===== src/hdl/assert_macros.svh =====
// assertion macros for the allocator top level
`ifndef ASSERT_MACROS_SVH
`define ASSERT_MACROS_SVH

// same-cycle implication, sampled on clk, off while rst_n is low
`define GRA_ASSERT_SAME(lbl, ante, cons, msg) \
    lbl: assert property (@(posedge clk) disable iff (!rst_n) (ante) |-> (cons)) \
        else $error(msg);

// next-cycle implication, sampled on clk, off while rst_n is low
`define GRA_ASSERT_NEXT(lbl, ante, cons, msg) \
    lbl: assert property (@(posedge clk) disable iff (!rst_n) (ante) |=> (cons)) \
        else $error(msg);

`endif


===== src/hdl/gra_pkg.sv =====
// types and constants of the guillotine rectangle allocator
`timescale 1ns / 1ps
`default_nettype none

package gra_pkg;

    localparam int CFG_W     = 13;
    localparam int CFG_IDX_W = 1;
    localparam int DIM_W     = 13;
    localparam int POS_W     = 12;
    localparam int STATUS_W  = 2;

    // configuration register indexes
    localparam logic [CFG_IDX_W-1:0] CFG_ATLAS_W = 1'b0;
    localparam logic [CFG_IDX_W-1:0] CFG_ATLAS_H = 1'b1;

    localparam logic [CFG_W-1:0] ATLAS_W_RST = 13'd1024;
    localparam logic [CFG_W-1:0] ATLAS_H_RST = 13'd1024;

    // command codes
    localparam logic CMD_PLACE = 1'b0;
    localparam logic CMD_CLEAR = 1'b1;

    // result status codes
    localparam logic [STATUS_W-1:0] ST_PLACED  = 2'd0;
    localparam logic [STATUS_W-1:0] ST_NOFIT   = 2'd1;
    localparam logic [STATUS_W-1:0] ST_FULL    = 2'd2;
    localparam logic [STATUS_W-1:0] ST_CLEARED = 2'd3;

    typedef struct packed {
        logic             command;
        logic [DIM_W-1:0] sprite_width;
        logic [DIM_W-1:0] sprite_height;
    } req_t;

    typedef struct packed {
        logic [STATUS_W-1:0] status;
        logic [POS_W-1:0]    pos_x;
        logic [POS_W-1:0]    pos_y;
    } rsp_t;

    // scan unit status toward the sequencer
    typedef struct packed {
        logic found;
        logic busy;
    } scan_stat_t;

endpackage

`default_nettype wire


===== src/hdl/guillotine_rect_allocator_unit.sv =====
// top level of the guillotine rectangle allocator with best-area fit
//
//  channel  direction  handshake              payload
//  req      in         req_valid / req_ready  req_t  (command, sprite size)
//  rsp      out        rsp_valid / rsp_ready  rsp_t  (status, pos_x, pos_y)
//  cfg      in         cfg_we                 cfg_index, cfg_data
//
// a clear item rewrites entry 0 with the atlas size; a place item reads every free entry
// through the scan unit and ends there with no fit or a full table; when placed it shifts
// the entries after the chosen slot b up by one, then writes the right piece at b and the
// bottom piece at b + 1; the one-read one-write port of the free table sets the pace
// after reset the init state writes entry 0 with the reset atlas size; no item is taken then
// a finished item waits in the rsp register; the next item is taken meanwhile
`timescale 1ns / 1ps
`default_nettype none

`include "assert_macros.svh"

module guillotine_rect_allocator_unit
    import gra_pkg::*;
#(
    parameter int MAX_FREE   = 64,
    parameter int COORD_BITS = 12
)
(
    input  wire logic                 clk,
    input  wire logic                 rst_n,
    input  wire logic                 req_valid,
    output logic                      req_ready,
    input  wire req_t                 req,
    output logic                      rsp_valid,
    input  wire logic                 rsp_ready,
    output rsp_t                      rsp,
    input  wire logic                 cfg_we,
    input  wire logic [CFG_IDX_W-1:0] cfg_index,
    input  wire logic [CFG_W-1:0]     cfg_data
);

    localparam int IW = $clog2(MAX_FREE);
    localparam int CW = $clog2(MAX_FREE + 1);
    localparam int DW = COORD_BITS + 1;
    localparam int EW = 4 * DW;
    localparam int XW = (DW > CFG_W) ? DW : CFG_W;
    localparam int DIM_MAX = 2 ** COORD_BITS;

    typedef enum logic [3:0] {
        S_INIT,
        S_IDLE,
        S_SCAN,
        S_DRAIN,
        S_SHIFT,
        S_FLUSH,
        S_WR_R,
        S_WR_B,
        S_RESULT
    } state_t;

    // atlas dimension saturated to the coordinate range
    function automatic logic [DW-1:0] clamp_dim(input logic [CFG_W-1:0] v);
        logic [DW-1:0] r;
        if (XW'(v) > XW'(DIM_MAX))
        begin
            r = DW'(DIM_MAX);
        end
        else
        begin
            r = DW'(v);
        end
        return r;
    endfunction

    state_t                state_reg, state_next;
    logic [CW-1:0]         count_reg, count_next;
    logic [IW-1:0]         idx_reg, idx_next;
    logic [IW-1:0]         ridx_reg, ridx_next;
    logic                  rvalid_reg, rvalid_next;
    logic                  swvalid_reg, swvalid_next;
    logic [DIM_W-1:0]      sw_reg, sw_next;
    logic [DIM_W-1:0]      sh_reg, sh_next;
    logic [STATUS_W-1:0]   status_reg, status_next;
    logic [POS_W-1:0]      posx_reg, posx_next;
    logic [POS_W-1:0]      posy_reg, posy_next;
    logic                  rsp_valid_reg, rsp_valid_next;
    rsp_t                  rsp_reg, rsp_next;
    logic [CFG_W-1:0]      atlas_w_reg;
    logic [CFG_W-1:0]      atlas_h_reg;

    // free table
    logic [EW-1:0]         mem [MAX_FREE];
    logic [EW-1:0]         mem_rdata_reg;
    logic                  mem_we;
    logic [IW-1:0]         mem_waddr;
    logic [EW-1:0]         mem_wdata;

    logic                  req_fire;
    logic                  scan_start;
    scan_stat_t            scan_stat;
    logic [IW-1:0]         best_idx;
    logic [EW-1:0]         best_ent;
    logic [DW-1:0]         bx, by, bw, bh;
    logic [EW-1:0]         right_piece;
    logic [EW-1:0]         bottom_piece;

    assign req_ready = (state_reg == S_IDLE);
    assign req_fire  = req_valid && req_ready;
    assign scan_start = req_fire && (req.command == CMD_PLACE);

    // chosen entry split into right and bottom pieces
    assign bx = best_ent[4*DW-1:3*DW];
    assign by = best_ent[3*DW-1:2*DW];
    assign bw = best_ent[2*DW-1:DW];
    assign bh = best_ent[DW-1:0];

    assign right_piece  = {bx + DW'(sw_reg), by, bw - DW'(sw_reg), DW'(sh_reg)};
    assign bottom_piece = {bx, by + DW'(sh_reg), bw, bh - DW'(sh_reg)};

    gra_scan #(
        .MAX_FREE   (MAX_FREE),
        .COORD_BITS (COORD_BITS)
    ) u_scan (
        .clk           (clk),
        .rst_n         (rst_n),
        .start         (scan_start),
        .ent_valid     (rvalid_reg),
        .ent_idx       (ridx_reg),
        .ent           (mem_rdata_reg),
        .sprite_width  (sw_reg),
        .sprite_height (sh_reg),
        .stat          (scan_stat),
        .best_idx      (best_idx),
        .best_ent      (best_ent)
    );

    // write port arbitration; a pending shift write owns the port
    always_comb
    begin
        mem_we    = 1'b0;
        mem_waddr = '0;
        mem_wdata = '0;
        priority if (state_reg == S_INIT)
        begin
            mem_we    = 1'b1;
            mem_wdata = {DW'(0), DW'(0), clamp_dim(ATLAS_W_RST), clamp_dim(ATLAS_H_RST)};
        end
        else if (req_fire && (req.command == CMD_CLEAR))
        begin
            mem_we    = 1'b1;
            mem_wdata = {DW'(0), DW'(0), clamp_dim(atlas_w_reg), clamp_dim(atlas_h_reg)};
        end
        else if (swvalid_reg)
        begin
            mem_we    = 1'b1;
            mem_waddr = ridx_reg + IW'(1);
            mem_wdata = mem_rdata_reg;
        end
        else if (state_reg == S_WR_R)
        begin
            mem_we    = 1'b1;
            mem_waddr = best_idx;
            mem_wdata = right_piece;
        end
        else if (state_reg == S_WR_B)
        begin
            mem_we    = 1'b1;
            mem_waddr = best_idx + IW'(1);
            mem_wdata = bottom_piece;
        end
        else
        begin
            mem_we = 1'b0;
        end
    end

    always_ff @(posedge clk)
    begin
        if (mem_we)
        begin
            mem[mem_waddr] <= mem_wdata;
        end
        mem_rdata_reg <= mem[idx_reg];
    end

    // configuration registers
    always_ff @(posedge clk or negedge rst_n)
    begin
        if (!rst_n)
        begin
            atlas_w_reg <= ATLAS_W_RST;
            atlas_h_reg <= ATLAS_H_RST;
        end
        else if (cfg_we)
        begin
            unique case (cfg_index)
                CFG_ATLAS_W: atlas_w_reg <= cfg_data;
                CFG_ATLAS_H: atlas_h_reg <= cfg_data;
                default:     atlas_w_reg <= atlas_w_reg;
            endcase
        end
    end

    // sequencer
    always_comb
    begin
        state_next     = state_reg;
        count_next     = count_reg;
        idx_next       = idx_reg;
        ridx_next      = ridx_reg;
        rvalid_next    = 1'b0;
        swvalid_next   = 1'b0;
        sw_next        = sw_reg;
        sh_next        = sh_reg;
        status_next    = status_reg;
        posx_next      = posx_reg;
        posy_next      = posy_reg;
        rsp_next       = rsp_reg;
        rsp_valid_next = rsp_valid_reg;

        if (rsp_valid_reg && rsp_ready)
        begin
            rsp_valid_next = 1'b0;
        end

        unique case (state_reg)
            S_INIT:
            begin
                count_next = CW'(1);
                state_next = S_IDLE;
            end
            S_IDLE:
            begin
                if (req_fire)
                begin
                    posx_next = '0;
                    posy_next = '0;
                    if (req.command == CMD_CLEAR)
                    begin
                        count_next  = CW'(1);
                        status_next = ST_CLEARED;
                        state_next  = S_RESULT;
                    end
                    else
                    begin
                        sw_next    = req.sprite_width;
                        sh_next    = req.sprite_height;
                        idx_next   = '0;
                        state_next = S_SCAN;
                    end
                end
            end
            S_SCAN:
            begin
                // one read per cycle, entries 0 .. count-1
                rvalid_next = 1'b1;
                ridx_next   = idx_reg;
                if (CW'(idx_reg) + CW'(1) == count_reg)
                begin
                    state_next = S_DRAIN;
                end
                else
                begin
                    idx_next = idx_reg + IW'(1);
                end
            end
            S_DRAIN:
            begin
                if (!rvalid_reg && !scan_stat.busy)
                begin
                    if (!scan_stat.found)
                    begin
                        status_next = ST_NOFIT;
                        state_next  = S_RESULT;
                    end
                    else if (count_reg == CW'(MAX_FREE))
                    begin
                        status_next = ST_FULL;
                        state_next  = S_RESULT;
                    end
                    else if (CW'(best_idx) + CW'(1) < count_reg)
                    begin
                        idx_next   = IW'(count_reg - CW'(1));
                        state_next = S_SHIFT;
                    end
                    else
                    begin
                        state_next = S_WR_R;
                    end
                end
            end
            S_SHIFT:
            begin
                // move entries up from the top down; each write comes in the cycle after its read
                swvalid_next = 1'b1;
                ridx_next    = idx_reg;
                if (idx_reg == best_idx + IW'(1))
                begin
                    state_next = S_FLUSH;
                end
                else
                begin
                    idx_next = idx_reg - IW'(1);
                end
            end
            S_FLUSH:
            begin
                state_next = S_WR_R;
            end
            S_WR_R:
            begin
                state_next = S_WR_B;
            end
            S_WR_B:
            begin
                count_next  = count_reg + CW'(1);
                status_next = ST_PLACED;
                posx_next   = POS_W'(bx[COORD_BITS-1:0]);
                posy_next   = POS_W'(by[COORD_BITS-1:0]);
                state_next  = S_RESULT;
            end
            S_RESULT:
            begin
                if (!rsp_valid_reg || rsp_ready)
                begin
                    rsp_next.status = status_reg;
                    rsp_next.pos_x  = posx_reg;
                    rsp_next.pos_y  = posy_reg;
                    rsp_valid_next  = 1'b1;
                    state_next      = S_IDLE;
                end
            end
            default:
            begin
                state_next = S_IDLE;
            end
        endcase
    end

    always_ff @(posedge clk or negedge rst_n)
    begin
        if (!rst_n)
        begin
            state_reg     <= S_INIT;
            count_reg     <= CW'(1);
            idx_reg       <= '0;
            rvalid_reg    <= 1'b0;
            swvalid_reg   <= 1'b0;
            rsp_valid_reg <= 1'b0;
        end
        else
        begin
            state_reg     <= state_next;
            count_reg     <= count_next;
            idx_reg       <= idx_next;
            rvalid_reg    <= rvalid_next;
            swvalid_reg   <= swvalid_next;
            rsp_valid_reg <= rsp_valid_next;
        end
    end

    // payload registers
    always_ff @(posedge clk)
    begin
        ridx_reg   <= ridx_next;
        sw_reg     <= sw_next;
        sh_reg     <= sh_next;
        status_reg <= status_next;
        posx_reg   <= posx_next;
        posy_reg   <= posy_next;
        rsp_reg    <= rsp_next;
    end

    assign rsp_valid = rsp_valid_reg;
    assign rsp       = rsp_reg;

    // one item in work at a time
    `GRA_ASSERT_NEXT(a_one_item, req_fire, !req_ready, "item taken while busy")
    // table grows by exactly one entry per placement
    `GRA_ASSERT_NEXT(a_count_inc, state_reg == S_WR_B, count_reg == $past(count_reg) + CW'(1), "free count did not grow by one")
    // shift write never lands on the slot being read
    `GRA_ASSERT_SAME(a_shift_sep, swvalid_reg && (state_reg == S_SHIFT), mem_waddr != idx_reg, "shift write hits read slot")

endmodule

`default_nettype wire


===== src/hdl/gra_scan.sv =====
// best-area-fit scan unit: two-stage pipeline over table entries
`timescale 1ns / 1ps
`default_nettype none

module gra_scan
    import gra_pkg::*;
#(
    parameter int MAX_FREE   = 64,
    parameter int COORD_BITS = 12
)
(
    input  wire logic                            clk,
    input  wire logic                            rst_n,
    input  wire logic                            start,
    input  wire logic                            ent_valid,
    input  wire logic [$clog2(MAX_FREE)-1:0]     ent_idx,
    input  wire logic [4*(COORD_BITS+1)-1:0]     ent,
    input  wire logic [DIM_W-1:0]                sprite_width,
    input  wire logic [DIM_W-1:0]                sprite_height,
    output scan_stat_t                           stat,
    output logic      [$clog2(MAX_FREE)-1:0]     best_idx,
    output logic      [4*(COORD_BITS+1)-1:0]     best_ent
);

    localparam int IW = $clog2(MAX_FREE);
    localparam int DW = COORD_BITS + 1;
    localparam int EW = 4 * DW;
    localparam int XW = (DW > DIM_W) ? DW : DIM_W;
    localparam int AW = 2 * DW;

    logic [DW-1:0] ent_w;
    logic [DW-1:0] ent_h;
    logic          fit;

    logic          s1_valid_reg;
    logic          s1_fit_reg;
    logic [AW-1:0] s1_area_reg;
    logic [IW-1:0] s1_idx_reg;
    logic [EW-1:0] s1_ent_reg;

    logic          found_reg;
    logic [AW-1:0] best_area_reg;
    logic [IW-1:0] best_idx_reg;
    logic [EW-1:0] best_ent_reg;
    logic          take;

    // entry layout: {x, y, w, h}
    assign ent_w = ent[2*DW-1:DW];
    assign ent_h = ent[DW-1:0];
    assign fit   = (XW'(sprite_width) <= XW'(ent_w)) && (XW'(sprite_height) <= XW'(ent_h));

    // strict less keeps the earliest entry on equal area
    assign take = s1_valid_reg && s1_fit_reg && (!found_reg || (s1_area_reg < best_area_reg));

    always_ff @(posedge clk or negedge rst_n)
    begin
        if (!rst_n)
        begin
            s1_valid_reg <= 1'b0;
            found_reg    <= 1'b0;
        end
        else
        begin
            s1_valid_reg <= ent_valid;
            if (start)
            begin
                found_reg <= 1'b0;
            end
            else if (take)
            begin
                found_reg <= 1'b1;
            end
        end
    end

    always_ff @(posedge clk)
    begin
        s1_fit_reg  <= fit;
        s1_area_reg <= AW'(ent_w) * AW'(ent_h);
        s1_idx_reg  <= ent_idx;
        s1_ent_reg  <= ent;
        if (take)
        begin
            best_area_reg <= s1_area_reg;
            best_idx_reg  <= s1_idx_reg;
            best_ent_reg  <= s1_ent_reg;
        end
    end

    assign stat.found = found_reg;
    assign stat.busy  = s1_valid_reg;
    assign best_idx   = best_idx_reg;
    assign best_ent   = best_ent_reg;

endmodule

`default_nettype wire


===== config.mk =====
export PLATFORM = sky130hd
export DESIGN_NAME = guillotine_rect_allocator_unit
export DESIGN_NICKNAME = d
export VERILOG_FILES = /design/src/hdl/gra_pkg.sv /design/src/hdl/guillotine_rect_allocator_unit.sv /design/src/hdl/gra_scan.sv
export VERILOG_INCLUDE_DIRS = /design/src /design/src/hdl
export SDC_FILE = /design/constraint.sdc
export NUM_CORES = 2
export LEC_CHECK = 0
export BUFFER_PORTS_ARGS = -buffer_cell sky130_fd_sc_hd__buf_2
export CAP_MARGIN = 20
export CELL_PAD_IN_SITES_DETAIL_PLACEMENT = 0
export CELL_PAD_IN_SITES_GLOBAL_PLACEMENT = 1
export CORE_ASPECT_RATIO = 0.5
export CORE_MARGIN = 2
export CORE_UTILIZATION = 61
export DETAILED_ROUTE_END_ITERATION = 16
export PLACE_DENSITY = 0.87
export SKIP_LAST_GASP = 1
export SYNTH_ARGS = -nofsm -noshare
export SYNTH_HDL_FRONTEND = slang
export SYNTH_SLANG_ARGS = --single-unit
export TNS_END_PERCENT = 50

===== constraint.sdc =====
create_clock -name clk -period 17.8 [get_ports clk]
set_input_delay 3.56 -clock clk [delete_from_list [all_inputs] [get_ports clk]]
set_output_delay 3.56 -clock clk [all_outputs]
set_load 0.05 [all_outputs]

* After elaboration in Yosys (flattened, before gate mapping) *
Memories as Yosys holds them, arrays and structs flattened. A register that Yosys moved wholly into a read port is not among the register bits.
Index checks and enable logic that the tools add are counted.

storage, ports and cells
  output and inout port bits = 28
  input port bits = 46
  memories = 1
  bits in writable memories = 3328
  register bits after elaboration = 301

cells by class
  add/sub/neg operators = 12
  $mul = 1
  order comparisons = 6
  mux-type cells = 57
  bitwise logic cells = 2
  reductions and logical operators = 30
  equal/unequal tests = 24

memory list
  name  depth  width  rd ports  clocked after memory_dff  write ports  line                                  source
  mem   64     52     1         1                         1            guillotine_rect_allocator_unit.sv:89  logic [EW-1:0] mem [MAX_FREE];

operators with widths
  cell                    number
  $mux W52                5
  $mux W6                 13
  $pmux W12 S2            2
  $mux W4                 8
  $pmux W4 S8             1
  $add A13 B13 Y13        2
  $gt A13 B13 Y1 const B  2
  $le A13 B13 Y1          2
  $lt A26 B26 Y1          1
  $mul A13 B13 Y26        1
  $mux W13                2
  $sub A13 B13 Y13        2
  $pmux W6 S4             1
  $pmux W7 S3             1
  $add A6 B1 Y6 const B   3
  $ne A2 B2 Y1 const B    9
  $eq A4 B3 Y1 const B    4
  $add A6 B1 Y7 const B   2
  $mux W1                 14
  $mux W7                 2
  $mux W12                1
  $mux W2                 6
  $sub A6 B1 Y6 const B   2
  $reduce_and A5 Y1       2
  23 further kinds        44

* Logic depth before layout (Yosys ltp) *
  depth after elaboration = 8
  depth in mapped cells = 20
  gate-level depth less buffers = 19

* Modules after synthesis *
Synthesis repeated with hierarchy kept, for this count alone.

second synthesis, totals
  cell total of the unflattened synthesis = 7255
  area total of the unflattened synthesis = 147973.2 µm²

modules (own cells, without submodules)
  module                          area each (µm²)  cells an instance  instances
  guillotine_rect_allocator_unit  136873.8         6215               1
  gra_scan                        11099.4          1040               1

* Least setup slack after synthesis *
Ideal clock, no wire load.

  path type = input to register
  from = in req_valid
  to = mem mem[0][21] (netlist name), data pin
  stages = 4
  data required time = 17.059 ns
  arrival = 6.900 ns
  path slack = 10.158 ns
  cell sequence = nand3_1 clkbuf_1 clkbuf_1 a221oi_1

between the ends
  longest elaborated chain between the ends = 4

RTL lines
  element                  line                                   source
  from (decl)              guillotine_rect_allocator_unit.sv:28   input wire logic req_valid,
  $logic_and A1 B1 Y1      guillotine_rect_allocator_unit.sv:105  assign req_fire = req_valid && req_ready;
  $logic_and A1 B1 Y1      guillotine_rect_allocator_unit.sv:145  else if (req_fire && (req.command == CMD_CLEAR))
  $mux W52                 guillotine_rect_allocator_unit.sv:145
  $mux W52                 guillotine_rect_allocator_unit.sv:140  priority if (state_reg == S_INIT)
  named net mem_wdata[21]  guillotine_rect_allocator_unit.sv:93   logic [EW-1:0] mem_wdata;
  to (decl)                guillotine_rect_allocator_unit.sv:89

The timed path passes the listed nets, and every way through them passes these cells.

==> results.ini <==
[timing]
hold_viol_final=0
worst_pin_slew_ps=1290
rsz0062_at_grt=no
setup_tns_ps=0
maxSlewHeadroom=0.138
timing.fmax_ghz=0.143
setup_ws_ps=10790
skew_ps=74.5
final-setup-viol-count=0
fin_crit_ps=7010
drv_slew=0
fin_crit_sh=0.394

[placed_design]
dpl_worst_slack_ps=10490
gp_congestion=0.948
port_buffers=73
dp_cells=9673
hpwl_mm=246
post_dp_cell_area_um2=148000

[clocking]
holdBufCountCts=0
cts_tree=built
htree_levels=5
clock_latency_ps=920
post_cts_resized=0
postCtsSetupBuffers=0
clock_path_buffers=4
cts.clk_slew.worst_paths_ps=80
cts_made_buffers=302
cts.sink_count=3547
clock-root-buffer=clkbuf_16

[layout]
top_register=mem
mostFrequentLayoutCells=3366 x edfxtp_1, 1050 x mux4_2, 311 x clkbuf_16
area_growth_syn_to_layout_pct=10.8
final_core_utilization=0.679
fillers=12775
ff_latch_area_um2=105000
fin_cells=10291
largest_reg_flops=3200
drive_gt1_frac=0.270
layout_commonest_cell=edfxtp_1
multi_input_area_um2=35900
stdcell_area_um2=158000
nNetsFinal=7229

[drt]
vias_per_cell=7.62
dr_wl_met3_mm=88.2
vias=78416
drt_wl_total_mm=466
wl_met2_mm=205
routedWlPerCell_um=45.3
drt_iter0_markers=17302
detail-route-antenna-nets=0
drc=0
drt_pass1_iterations=9
drt-met1-wl_mm=143
highest_layer=met5

[critical_path]
worst-path-max-fanout=72
cp_data_arrival_time_ps=7770
critPathKind=flop to flop
worstSetupStartpointType=flop
crit_path_end_kind=flop
worstRegToRegCells=7
crit_required_ps=18560

[floorplan]
ios=74
die_h_um=345
die_area_um2=237000
core-area_um2=232000
start_util=0.613
num_rows=125
die_x_um=687

[logic_synthesis]
ys_warn_count=0
syn_nets=6968
yosysTopAreaCell=edfxtp_1
post_synth.cell_area_avg_um2=21.5
syn-cell-area_um2=142000
ys_ff_latch=3547
synthTopCellsByArea=edfxtp_1 71%, mux4_2 17%, dfxtp_1 1.9%, fa_1 1.8%, ha_1 1.6%
synth_edf_count=3366
synth_top_area_frac=0.711
syn_inst=6612
dominantRegCellSynth=edfxtp_1
ys_types=71
synthArstFlopShare=0.0135
yosysSeqAreaShare=0.738

[global_routing]
grt_max_degree=147
grt.overflow.total=0
grt_usage=0.395
grt_pass1_wl_mm=640
antenna_found_initial=85
grt_pass1_vias=75984

[power]
vdd_drop_max_mv=0.512
p_leak_uw=0.0521
p_per_area_nw_per_um2=180

[status]
status=finished, final reports clean

[worst_hold_path]
holdPathStages=0
min_path_type=flop to flop

[run]
max_cap_violations=0

==> worst paths after layout <==
kind                            slack (ps)                  end        from
worst min-delay path                   380  u_scan.s1_valid_reg  rvalid_reg
worst max register to register       10790    mem_rdata_reg[28]  idx_reg[1]
min in group asynchronous             2830         count_reg[4]       rst_n
max in group asynchronous            14410           idx_reg[5]       rst_n
worst min register to register         380  u_scan.s1_valid_reg  rvalid_reg
worst max-delay path                 10790    mem_rdata_reg[28]  idx_reg[1]
==> critical path: stages, from the launching register on <==
cell and delay (ps):
dfrtp_4 1080, buf_4 780, buf_4 1050, buf_4 1030, buf_4 960, mux4_2 440, mux4_2 750, mux4_2 540
==> synth_stat cells, drive strengths merged, types with 25 or more instances <==
master	number
clkbuf	188
nor2	215
fa	126
a21o	31
a21oi	120
xor2	25
edfxtp	3366
and2	40
nand2	170
mux4	1050
buf	120
o21ai	85
mux2	31
inv	275
dfrtp	45
nor3	39
nand3	35
dfxtp	133
xnor2	64
ha	184
==> metrics by stage <==
stage                     total power (µW)  hold slack, ps
after detailed placement             21300             350
final                                28400             381
after floorplan                      17500             324
after CTS                            28100             375
after global routing                 29400             383
after global placement               21000             349
==> where the power goes <==
group | internal, µW | switching [µW] | leakage [µW]
clock network | 3610 | 3270 | 0.00468
registers | 9880 | 492 | 0.0344
logic | 4330 | 6820 | 0.0130
total | 17800 | 10600 | 0.0521
==> per-layer routing <==
| metal | track usage | vias to the layer above |
|---|---|---|
| met5 | 0 | - |
| met2 | 0.567 | 8841 |
| li1 | - | 27712 |
| met1 | 0.514 | 40164 |
| met4 | 0.191 | 94 |
| met3 | 0.187 | 1605 |
==> layout make-up <==
class	count	share of cell area
well taps	3111	0.0247
multi-input cells	2475	0.228
inverters	282	0.00672
flip-flops and latches	3547	0.666
diodes	78	0.00124
clock inverters	143	0.00826
repair buffers	265	0.0128
clock buffers	390	0.0524
==> kinds of logic after synthesis <==
| kind of cell | synth area share |
|---|---|
| and+or+nand+nor | 0.0189 |
| xor gates and xnor gates | 0.00548 |
| AOI/OAI and AO/OA | 0.0178 |
| buffers and inverters | 0.0164 |
| muxes | 0.169 |
| adders and majority gates | 0.0339 |
| DFF | 0.738 |
No activity file was read; power rests on OpenSTA's default activity.
